--- src/rtl/core/rtc_three_wire_datetime_master_macros.svh ---
// Assertion macros shared by the three-wire clock master RTL.
// Included by rtc3w_skid.sv and rtc_three_wire_datetime_master.sv; no other dependencies.
`ifndef RTC_THREE_WIRE_DATETIME_MASTER_MACROS_SVH
`define RTC_THREE_WIRE_DATETIME_MASTER_MACROS_SVH
`ifndef SYNTH
`define RTC3W_ASSERT_IMPL(label, clk, rst_n, ante, cons) \
  label: assert property (@(posedge clk) disable iff (!rst_n) (ante) |-> (cons)) \
    else $error("rtc3w same-cycle check failed");
`define RTC3W_ASSERT_NEXT(label, clk, rst_n, ante, cons) \
  label: assert property (@(posedge clk) disable iff (!rst_n) (ante) |=> (cons)) \
    else $error("rtc3w next-cycle check failed");
`else
`define RTC3W_ASSERT_IMPL(label, clk, rst_n, ante, cons)
`define RTC3W_ASSERT_NEXT(label, clk, rst_n, ante, cons)
`endif
`endif

--- src/rtl/core/rtc3w_pkg.sv ---
// Types, register addresses and BCD helpers for the three-wire clock master.
// No dependencies; used by rtc3w_skid and the top level.
`default_nettype none
package rtc3w_pkg;

  typedef enum logic [1:0] {
    CMD_TICK = 2'd0,
    CMD_INIT = 2'd1,
    CMD_SET  = 2'd2,
    CMD_GET  = 2'd3
  } rtc3w_cmd_t;

  typedef struct packed {
    logic [1:0] cmd;
    logic [6:0] year_in;
    logic [6:0] month_in;
    logic [6:0] day_in;
    logic [6:0] hour_in;
    logic [6:0] minute_in;
    logic [6:0] second_in;
    logic       io_in;
  } rtc3w_req_t;

  typedef struct packed {
    logic       chip_enable;
    logic       serial_clock;
    logic       io_out;
    logic       io_drive;
    logic       busy_res;
    logic       done_res;
    logic [7:0] year_out;
    logic [7:0] month_out;
    logic [7:0] day_out;
    logic [7:0] hour_out;
    logic [7:0] minute_out;
    logic [7:0] second_out;
  } rtc3w_res_t;

  localparam logic [7:0] ADDR_WP       = 8'h8E;
  localparam logic [7:0] READ_FLAG     = 8'h01;
  localparam logic [7:0] WP_OFF        = 8'h00;
  localparam logic [7:0] WP_ON         = 8'h80;
  localparam logic [7:0] INIT_DATA     = 8'h00;
  localparam logic [3:0] FRAMES_INIT   = 4'd2;
  localparam logic [3:0] FRAMES_SET    = 4'd8;
  localparam logic [3:0] FRAMES_GET    = 4'd6;
  localparam logic [4:0] BITS_PER_FRAME = 5'd16;

  // Time-keeping register addresses, second through year.
  function automatic logic [7:0] reg_addr(input logic [2:0] idx);
    logic [7:0] a;
    case (idx)
      3'd0:    a = 8'h80;
      3'd1:    a = 8'h82;
      3'd2:    a = 8'h84;
      3'd3:    a = 8'h86;
      3'd4:    a = 8'h88;
      default: a = 8'h8C;
    endcase
    return a;
  endfunction

  // Binary to BCD: tens by reciprocal multiply (exact for 7-bit values).
  function automatic logic [7:0] to_bcd(input logic [6:0] v);
    logic [14:0] prod;
    logic [3:0]  tens;
    logic [6:0]  tens_x10;
    logic [3:0]  ones;
    prod     = 15'(v) * 15'd205;
    tens     = prod[14:11];
    tens_x10 = {tens, 3'b000} + {2'b00, tens, 1'b0};
    ones     = 4'(v - tens_x10);
    return {tens, ones};
  endfunction

  // BCD to binary, no masking of the high nibble.
  function automatic logic [7:0] from_bcd(input logic [7:0] t);
    return {1'b0, t[7:4], 3'b000} + {3'b000, t[7:4], 1'b0} + {4'b0000, t[3:0]};
  endfunction

endpackage
`default_nettype wire

--- src/rtl/core/rtc3w_skid.sv ---
// Two-entry result buffer: output register plus one skid slot.
// Depends on rtc3w_pkg and the assertion macro header.
`default_nettype none
`include "rtc_three_wire_datetime_master_macros.svh"
module rtc3w_skid (
  input  logic                 clk,
  input  logic                 rst_n,
  input  logic                 push_valid,
  input  rtc3w_pkg::rtc3w_res_t push_data,
  output logic                 push_stall,
  output logic                 out_valid,
  output rtc3w_pkg::rtc3w_res_t out_data,
  input  logic                 out_stall
);
  import rtc3w_pkg::*;

  logic       out_valid_r, out_valid_nxt;
  logic       full_r, full_nxt;
  rtc3w_res_t out_r, out_nxt;
  rtc3w_res_t skid_r, skid_nxt;
  logic       push;
  logic       pop;

  assign push = push_valid && !full_r;
  assign pop  = out_valid_r && !out_stall;

  always_comb begin
    out_valid_nxt = out_valid_r;
    full_nxt      = full_r;
    out_nxt       = out_r;
    skid_nxt      = skid_r;
    if (!out_valid_r || pop) begin
      // output slot frees: refill from skid first, else from the new request
      out_valid_nxt = full_r || push;
      out_nxt       = full_r ? skid_r : push_data;
      full_nxt      = 1'b0;
    end else if (push) begin
      skid_nxt = push_data;
      full_nxt = 1'b1;
    end
  end

  always_ff @(posedge clk) begin
    if (!rst_n) begin
      out_valid_r <= 1'b0;
      full_r      <= 1'b0;
    end else begin
      out_valid_r <= out_valid_nxt;
      full_r      <= full_nxt;
    end
  end

  always_ff @(posedge clk) begin
    out_r  <= out_nxt;
    skid_r <= skid_nxt;
  end

  assign push_stall = full_r;
  assign out_valid  = out_valid_r;
  assign out_data   = out_r;

  `RTC3W_ASSERT_IMPL(a_full_has_out, clk, rst_n, full_r, out_valid_r)
  `RTC3W_ASSERT_NEXT(a_full_drains, clk, rst_n, full_r && !out_stall, !full_r)
  `RTC3W_ASSERT_NEXT(a_push_to_skid, clk, rst_n, push && out_valid_r && out_stall, full_r)

endmodule
`default_nettype wire

--- src/rtl/core/rtc_three_wire_datetime_master.sv ---
// Top level of the three-wire real-time clock master: frame sequencer and readings.
// Depends on rtc3w_pkg, rtc3w_skid and the assertion macro header.
//
// Usage:
//  - in_valid/in_stall/in_data carry one request per serial-clock half-period tick.
//    in_data.cmd starts a sequence when idle (init, set, get); it is ignored while busy.
//    The set fields are captured only on the tick that accepts a set command.
//  - out_valid/out_stall/out_data return exactly one result per request: pin levels
//    (CE, SCLK, data out, data drive enable), busy/done flags and six decoded readings.
//  - Each result is registered in the result buffer when its request is accepted.
//  - Throughput: one request per cycle while in_stall is low; the sequencer state
//    advances on each accepted request through one short pass of next-state logic.
//  - Each frame spans 34 ticks; init is 2 frames, set 8 frames, get 6 frames.
//  - Reset (rst_n low, synchronous) returns the sequencer to idle, clears the readings
//    and empties the result buffer. Captured set values are not cleared.
//  - When the receiver stalls, the output register holds; one more result fits in the
//    skid slot, after which in_stall rises until the output drains.
`default_nettype none
`include "rtc_three_wire_datetime_master_macros.svh"
module rtc_three_wire_datetime_master (
  input  logic                  clk,
  input  logic                  rst_n,
  input  logic                  in_valid,
  output logic                  in_stall,
  input  rtc3w_pkg::rtc3w_req_t in_data,
  output logic                  out_valid,
  input  logic                  out_stall,
  output rtc3w_pkg::rtc3w_res_t out_data
);
  import rtc3w_pkg::*;

  // sequencer state
  rtc3w_cmd_t kind_r, kind_nxt;
  logic [3:0] frame_r, frame_nxt;
  logic [4:0] bit_r, bit_nxt;
  logic       phase_r, phase_nxt;
  logic [7:0] shift_r, shift_nxt;
  logic [6:0] latched_r [6];
  logic [7:0] dec_r [6];
  logic [7:0] dec_nxt [6];

  // working values after a possible command start
  logic       in_acc;
  logic       start;
  rtc3w_cmd_t kind_c;
  logic [3:0] frame_c;
  logic [4:0] bit_c;
  logic       phase_c;
  logic [7:0] shift_c;
  logic [3:0] nframes;
  logic [7:0] addr;
  logic [7:0] data;
  logic [7:0] cur_byte;
  logic       rd;
  logic [2:0] lat_idx;
  logic [2:0] get_idx;
  rtc3w_res_t res_c;

  assign in_acc = in_valid && !in_stall;
  assign start  = (kind_r == CMD_TICK) && (rtc3w_cmd_t'(in_data.cmd) != CMD_TICK);

  always_comb begin
    kind_c  = start ? rtc3w_cmd_t'(in_data.cmd) : kind_r;
    frame_c = start ? 4'd0 : frame_r;
    bit_c   = start ? 5'd0 : bit_r;
    phase_c = start ? 1'b0 : phase_r;
    shift_c = start ? 8'd0 : shift_r;

    // set frames one through six carry the captured values
    lat_idx = ((frame_c == 4'd0) || (frame_c > 4'd6)) ? 3'd0 : 3'(frame_c - 4'd1);
    get_idx = (frame_c > 4'd5) ? 3'd5 : frame_c[2:0];

    nframes = FRAMES_GET;
    addr    = ADDR_WP;
    data    = INIT_DATA;
    rd      = 1'b0;
    case (kind_c)
      CMD_INIT: begin
        nframes = FRAMES_INIT;
        addr    = (frame_c == 4'd0) ? ADDR_WP : reg_addr(3'd0);
        data    = INIT_DATA;
      end
      CMD_SET: begin
        nframes = FRAMES_SET;
        if (frame_c == 4'd0) begin
          addr = ADDR_WP;
          data = WP_OFF;
        end else if (frame_c >= 4'd7) begin
          addr = ADDR_WP;
          data = WP_ON;
        end else begin
          addr = reg_addr(lat_idx);
          data = to_bcd(latched_r[lat_idx]);
        end
      end
      CMD_GET: begin
        nframes = FRAMES_GET;
        addr    = reg_addr(get_idx) | READ_FLAG;
        rd      = 1'b1;
      end
      default: begin
        nframes = FRAMES_GET;
      end
    endcase

    kind_nxt  = kind_c;
    frame_nxt = frame_c;
    bit_nxt   = bit_c;
    phase_nxt = phase_c;
    shift_nxt = shift_c;
    for (int i = 0; i < 6; i++) begin
      dec_nxt[i] = dec_r[i];
    end
    cur_byte = bit_c[3] ? data : addr;
    res_c    = '0;

    if (kind_c != CMD_TICK) begin
      res_c.busy_res = 1'b1;
      if (bit_c < BITS_PER_FRAME) begin
        res_c.chip_enable  = 1'b1;
        res_c.serial_clock = phase_c;
        if (!bit_c[3] || !rd) begin
          res_c.io_drive = 1'b1;
          res_c.io_out   = cur_byte[bit_c[2:0]];
        end else if (!phase_c) begin
          // sample the line before the rising edge, LSB first
          shift_nxt = {in_data.io_in, shift_c[7:1]};
        end
      end else if (!phase_c) begin
        // closing falling edge; store the byte just read
        res_c.chip_enable = 1'b1;
        if (rd) begin
          dec_nxt[get_idx] = from_bcd(shift_c);
        end
      end

      if (!phase_c) begin
        phase_nxt = 1'b1;
      end else begin
        phase_nxt = 1'b0;
        if (bit_c < BITS_PER_FRAME) begin
          bit_nxt = bit_c + 5'd1;
        end else begin
          bit_nxt   = 5'd0;
          shift_nxt = 8'd0;
          frame_nxt = frame_c + 4'd1;
          if (frame_nxt >= nframes) begin
            res_c.done_res = 1'b1;
            kind_nxt       = CMD_TICK;
            frame_nxt      = 4'd0;
          end
        end
      end
    end

    res_c.second_out = dec_nxt[0];
    res_c.minute_out = dec_nxt[1];
    res_c.hour_out   = dec_nxt[2];
    res_c.day_out    = dec_nxt[3];
    res_c.month_out  = dec_nxt[4];
    res_c.year_out   = dec_nxt[5];
  end

  always_ff @(posedge clk) begin
    if (!rst_n) begin
      kind_r  <= CMD_TICK;
      frame_r <= 4'd0;
      bit_r   <= 5'd0;
      phase_r <= 1'b0;
      shift_r <= 8'd0;
      for (int i = 0; i < 6; i++) begin
        dec_r[i] <= 8'd0;
      end
    end else if (in_acc) begin
      kind_r  <= kind_nxt;
      frame_r <= frame_nxt;
      bit_r   <= bit_nxt;
      phase_r <= phase_nxt;
      shift_r <= shift_nxt;
      for (int i = 0; i < 6; i++) begin
        dec_r[i] <= dec_nxt[i];
      end
    end
  end

  // capture the set values only on the request that starts a set sequence
  always_ff @(posedge clk) begin
    if (in_acc && start && (rtc3w_cmd_t'(in_data.cmd) == CMD_SET)) begin
      latched_r[0] <= in_data.second_in;
      latched_r[1] <= in_data.minute_in;
      latched_r[2] <= in_data.hour_in;
      latched_r[3] <= in_data.day_in;
      latched_r[4] <= in_data.month_in;
      latched_r[5] <= in_data.year_in;
    end
  end

  rtc3w_skid u_skid (
    .clk       (clk),
    .rst_n     (rst_n),
    .push_valid(in_valid),
    .push_data (res_c),
    .push_stall(in_stall),
    .out_valid (out_valid),
    .out_data  (out_data),
    .out_stall (out_stall)
  );

  `RTC3W_ASSERT_IMPL(a_bit_range, clk, rst_n, kind_r != CMD_TICK, bit_r <= BITS_PER_FRAME)
  `RTC3W_ASSERT_NEXT(a_hold_no_req, clk, rst_n, !in_acc, $stable(kind_r))
  `RTC3W_ASSERT_NEXT(a_done_idle, clk, rst_n, in_acc && res_c.done_res, kind_r == CMD_TICK)
  `RTC3W_ASSERT_IMPL(a_release_low, clk, rst_n, out_valid && !out_data.io_drive, !out_data.io_out)

endmodule
`default_nettype wire
--- config.mk ---
export PLATFORM = sky130hd
export DESIGN_NAME = rtc_three_wire_datetime_master
export DESIGN_NICKNAME = d
export VERILOG_FILES = /design/src/rtl/core/rtc3w_pkg.sv /design/src/rtl/core/rtc3w_skid.sv /design/src/rtl/core/rtc_three_wire_datetime_master.sv
export VERILOG_INCLUDE_DIRS = /design/src /design/src/rtl/core
export SDC_FILE = /design/constraint.sdc
export NUM_CORES = 1
export LEC_CHECK = 0
export BUFFER_PORTS_ARGS = -buffer_cell sky130_fd_sc_hd__buf_4
export CAP_MARGIN = 25
export CORE_MARGIN = 2
export CORE_UTILIZATION = 56
export CTS_CLUSTER_SIZE = 20
export DETAILED_ROUTE_END_ITERATION = 16
export GPL_TIMING_DRIVEN = 0
export PLACE_DENSITY_LB_ADDON = 0.2
export SLEW_MARGIN = 15
export SYNTH_ARGS = -nofsm -noshare
export SYNTH_HDL_FRONTEND = slang
export SYNTH_SLANG_ARGS = --single-unit
--- constraint.sdc ---
create_clock -name clk -period 12.32 [get_ports clk]
set_input_delay 2.464 -clock clk [delete_from_list [all_inputs] [get_ports clk]]
set_output_delay 2.464 -clock clk [all_outputs]
set_load 0.02 [all_outputs]
==> metrics <==
Via density 5.62; vias in the first global route 6712; Clk Latency, worst-skew pair 0.51 ns; Startpoint Class input pin; die width 144 um; post-synthesis cell type count 77; Setup TNS Final 0 ns; Sequential Area 0.00639 mm2; WP data required 12.55 ns; YS warnings 0; Setup crit end kind flip-flop; clk sinks 220; Post-CTS Setup Repair Bufs 0; die height 144 um; GRT Total Usage 21.2%; DRT iter0 DRCs 644; DP HPWL 15600 um; # placed instances 1206; final hold slack 0.481 ns; routability congestion estimate 0.876; Final Cycle Share 90.5%; Max Freq 89.7 MHz; via count 7001; routed wire length 21800 um; Slew @ Worst Pin 0.927 ns; Yosys reg bits 220; diode count 0; Mean Syn Cell Area 13.3 um2; First-pass DRT Iterations 5; max-slew violations 0; port bufs 104; count of flip-flops with a built-in enable after synthesis 198; peak supply drop 107 uV; CP max stage cell a211oi_1; most frequent cells in the layout edfxtp_1, buf_4, mux2_2; Worst-path clk slew 0.06 ns; area delta synth->final 17.5%; most used cell along the critical path ha_1; Pleak 5.33 nW; TritonCTS clock tree done; multi-input logic area 0.00427 mm2; syn nets 943; cell area after placement 0.0122 mm2; site row count 51; largest net degree at the start of global routing 58; Max-slew headroom 38.0%; RSZ-0062 raised after global routing no; kind of critical path in2reg; Final Setup Violations 0; post-route cell area 0.0129 mm2; critical path's top delay family compound AO/OA/AOI/OAI gates; CTS resizes 0; die area 0.0208 mm2; post-synthesis sequential area ratio 58.1%; Layout fillers 1453; PD cells 133 mW/mm2; crit path time final 11.15 ns; H-tree depth 1; Max-cap violations 0; Arr. time, crit path 11.39 ns; drc violations 0; Longest Clk Path Bufs 3; Post-Syn Instances 827; I/O pin total 105; GR Overflow Total 0; post-route antenna net violation count 0; antenna violations before repair 0; CTS root buffer clkbuf_16; Worst path max stage delay 0.62 ns; top_reg_cell synth edfxtp_1; Final Hold Viols 0; commonest non-fill, non-tap cell in the layout edfxtp_1; worst path buffer plus inverter count 5; worst hold path class reg2reg; Mapped Area 0.0110 mm2; Initial Util 56.8%; FFs w/ async S/R, synth 0%; Nets 1082; first-pass GRT wire length 34600 um; share of layout cells above drive strength 1 26.8%; status finished, final reports clean; Avg WL per Cell 17.5 um; CTS Buf Count 23; critical-path maximum fanout 10; # hold bufs at CTS 0; Final Non-Filler Cells 1246; core outline area 0.0193 mm2; clock skew 0.00969 ns
per-layer routing:
| layer | GRT usage (%) | wire, um | vias up |
|---|---|---|---|
| met3 | 3.51 | 1150 | 32 |
| met4 | 4.95 | 386 | 0 |
| met1 | 28.4 | 9390 | 3394 |
| li1 | - | - | 3371 |
| met2 | 36.6 | 10800 | 204 |
| met5 | 0 | 0 | - |
worst reg2reg max path, delay by kind of cell (launching register included):
family          cells  cell delay (ns)
fa+ha+maj           7             2.17
simple gates        7             1.20
xor+xnor            2             0.26
compound gates     13             3.63
mux                 1             0.13
flops               1             0.41
buf+inv             4             1.19
power by group:
group	switching, W	internal, W
registers	0.00000976	0.000858
logic	0.000121	0.0000927
clock network	0.000268	0.000365
total	0.000399	0.00132
path summary, 6_finish.rpt:
path / start / endpoint / slack, ns / depth (start not counted)
max: in_data[44] / u_skid.out_data[51]$_DFFE_PP_ / 1.17 / 35
min: shift_r[5]$_SDFFE_PN0P_ / shift_r[5]$_SDFFE_PN0P_ / 0.48 / 1
max reg2reg: kind_r[1]$_SDFFE_PN0P_ / u_skid.out_data[51]$_DFFE_PP_ / 3.07 / 34
min reg2reg: shift_r[5]$_SDFFE_PN0P_ / shift_r[5]$_SDFFE_PN0P_ / 0.48 / 1
per-stage QoR:
step,utilization [%],worst slack [ns],power [W]
after floorplan,-,2.21,0.00102
after global placement,62.6,0.853,0.00109
after detailed placement,63.3,0.764,0.00110
after CTS,66.8,1.25,0.00173
after global routing,66.8,0.629,0.00178
final,66.8,1.17,0.00171
sequential cells by signal (all words and copies together), names as in the netlist:
name / cells
kind_r: 2
u_skid.push_stall: 1
latched_r: 42
dec_r: 48
u_skid.skid_r: 54
u_skid.out_valid: 1
bit_r: 5
shift_r: 8
frame_r: 4
u_skid.out_data: 54
phase_r: 1
synthesized netlist by cell type, types with 3 or more instances:
master | n | area (um2)
dfxtp_1 | 22 | 440
a21oi_1 | 16 | 80.1
a22o_1 | 10 | 87.6
nor3_1 | 8 | 40.0
mux2i_1 | 14 | 140
nor3b_1 | 3 | 22.5
inv_1 | 49 | 184
or2_1 | 3 | 18.8
ha_1 | 57 | 713
clkbuf_1 | 24 | 90.1
buf_6 | 3 | 33.8
and2_1 | 50 | 313
mux2_2 | 86 | 968
o211ai_1 | 4 | 30.0
nor2_1 | 34 | 128
fa_1 | 10 | 200
or2_2 | 5 | 31.3
nand3_1 | 8 | 40.0
o22ai_1 | 10 | 62.6
a221o_1 | 4 | 40.0
nor2b_1 | 4 | 25.0
edfxtp_1 | 198 | 5950
nand2b_1 | 3 | 18.8
nor4_1 | 3 | 18.8
a32o_1 | 9 | 90.1
buf_2 | 4 | 20.0
a21o_1 | 10 | 75.1
nand2_1 | 68 | 255
and3_1 | 4 | 25.0
xnor2_1 | 5 | 43.8
a31oi_1 | 8 | 50.1
a211oi_1 | 5 | 37.5
xor2_1 | 4 | 35.0
o21ai_0 | 29 | 145
logic make-up (layout without fill, tap and decap cells):
group	Yosys count	after routing	share of synthesized area (%)
AOI/OAI and AO/OA	137	137	9.74
xor gates and xnor gates	10	10	0.922
adders and majority gates	67	67	8.31
buffers and inverters	86	240	3.27
DFF	220	220	58.1
muxes	101	101	10.2
and+or+nand+nor	206	206	9.46
layout make-up:
class,instances,area share [%]
Inverter,51,1.49
Clock buffer,31,4.69
Buffer,35,1.30
Tap cell,265,2.57
Sequential cell,220,49.4
Multi-Input combinational cell,521,33.0
Timing Repair Buffer,114,6.92
Clock inverter,9,0.581
Note: power is estimated with default switching activity, not from simulation.
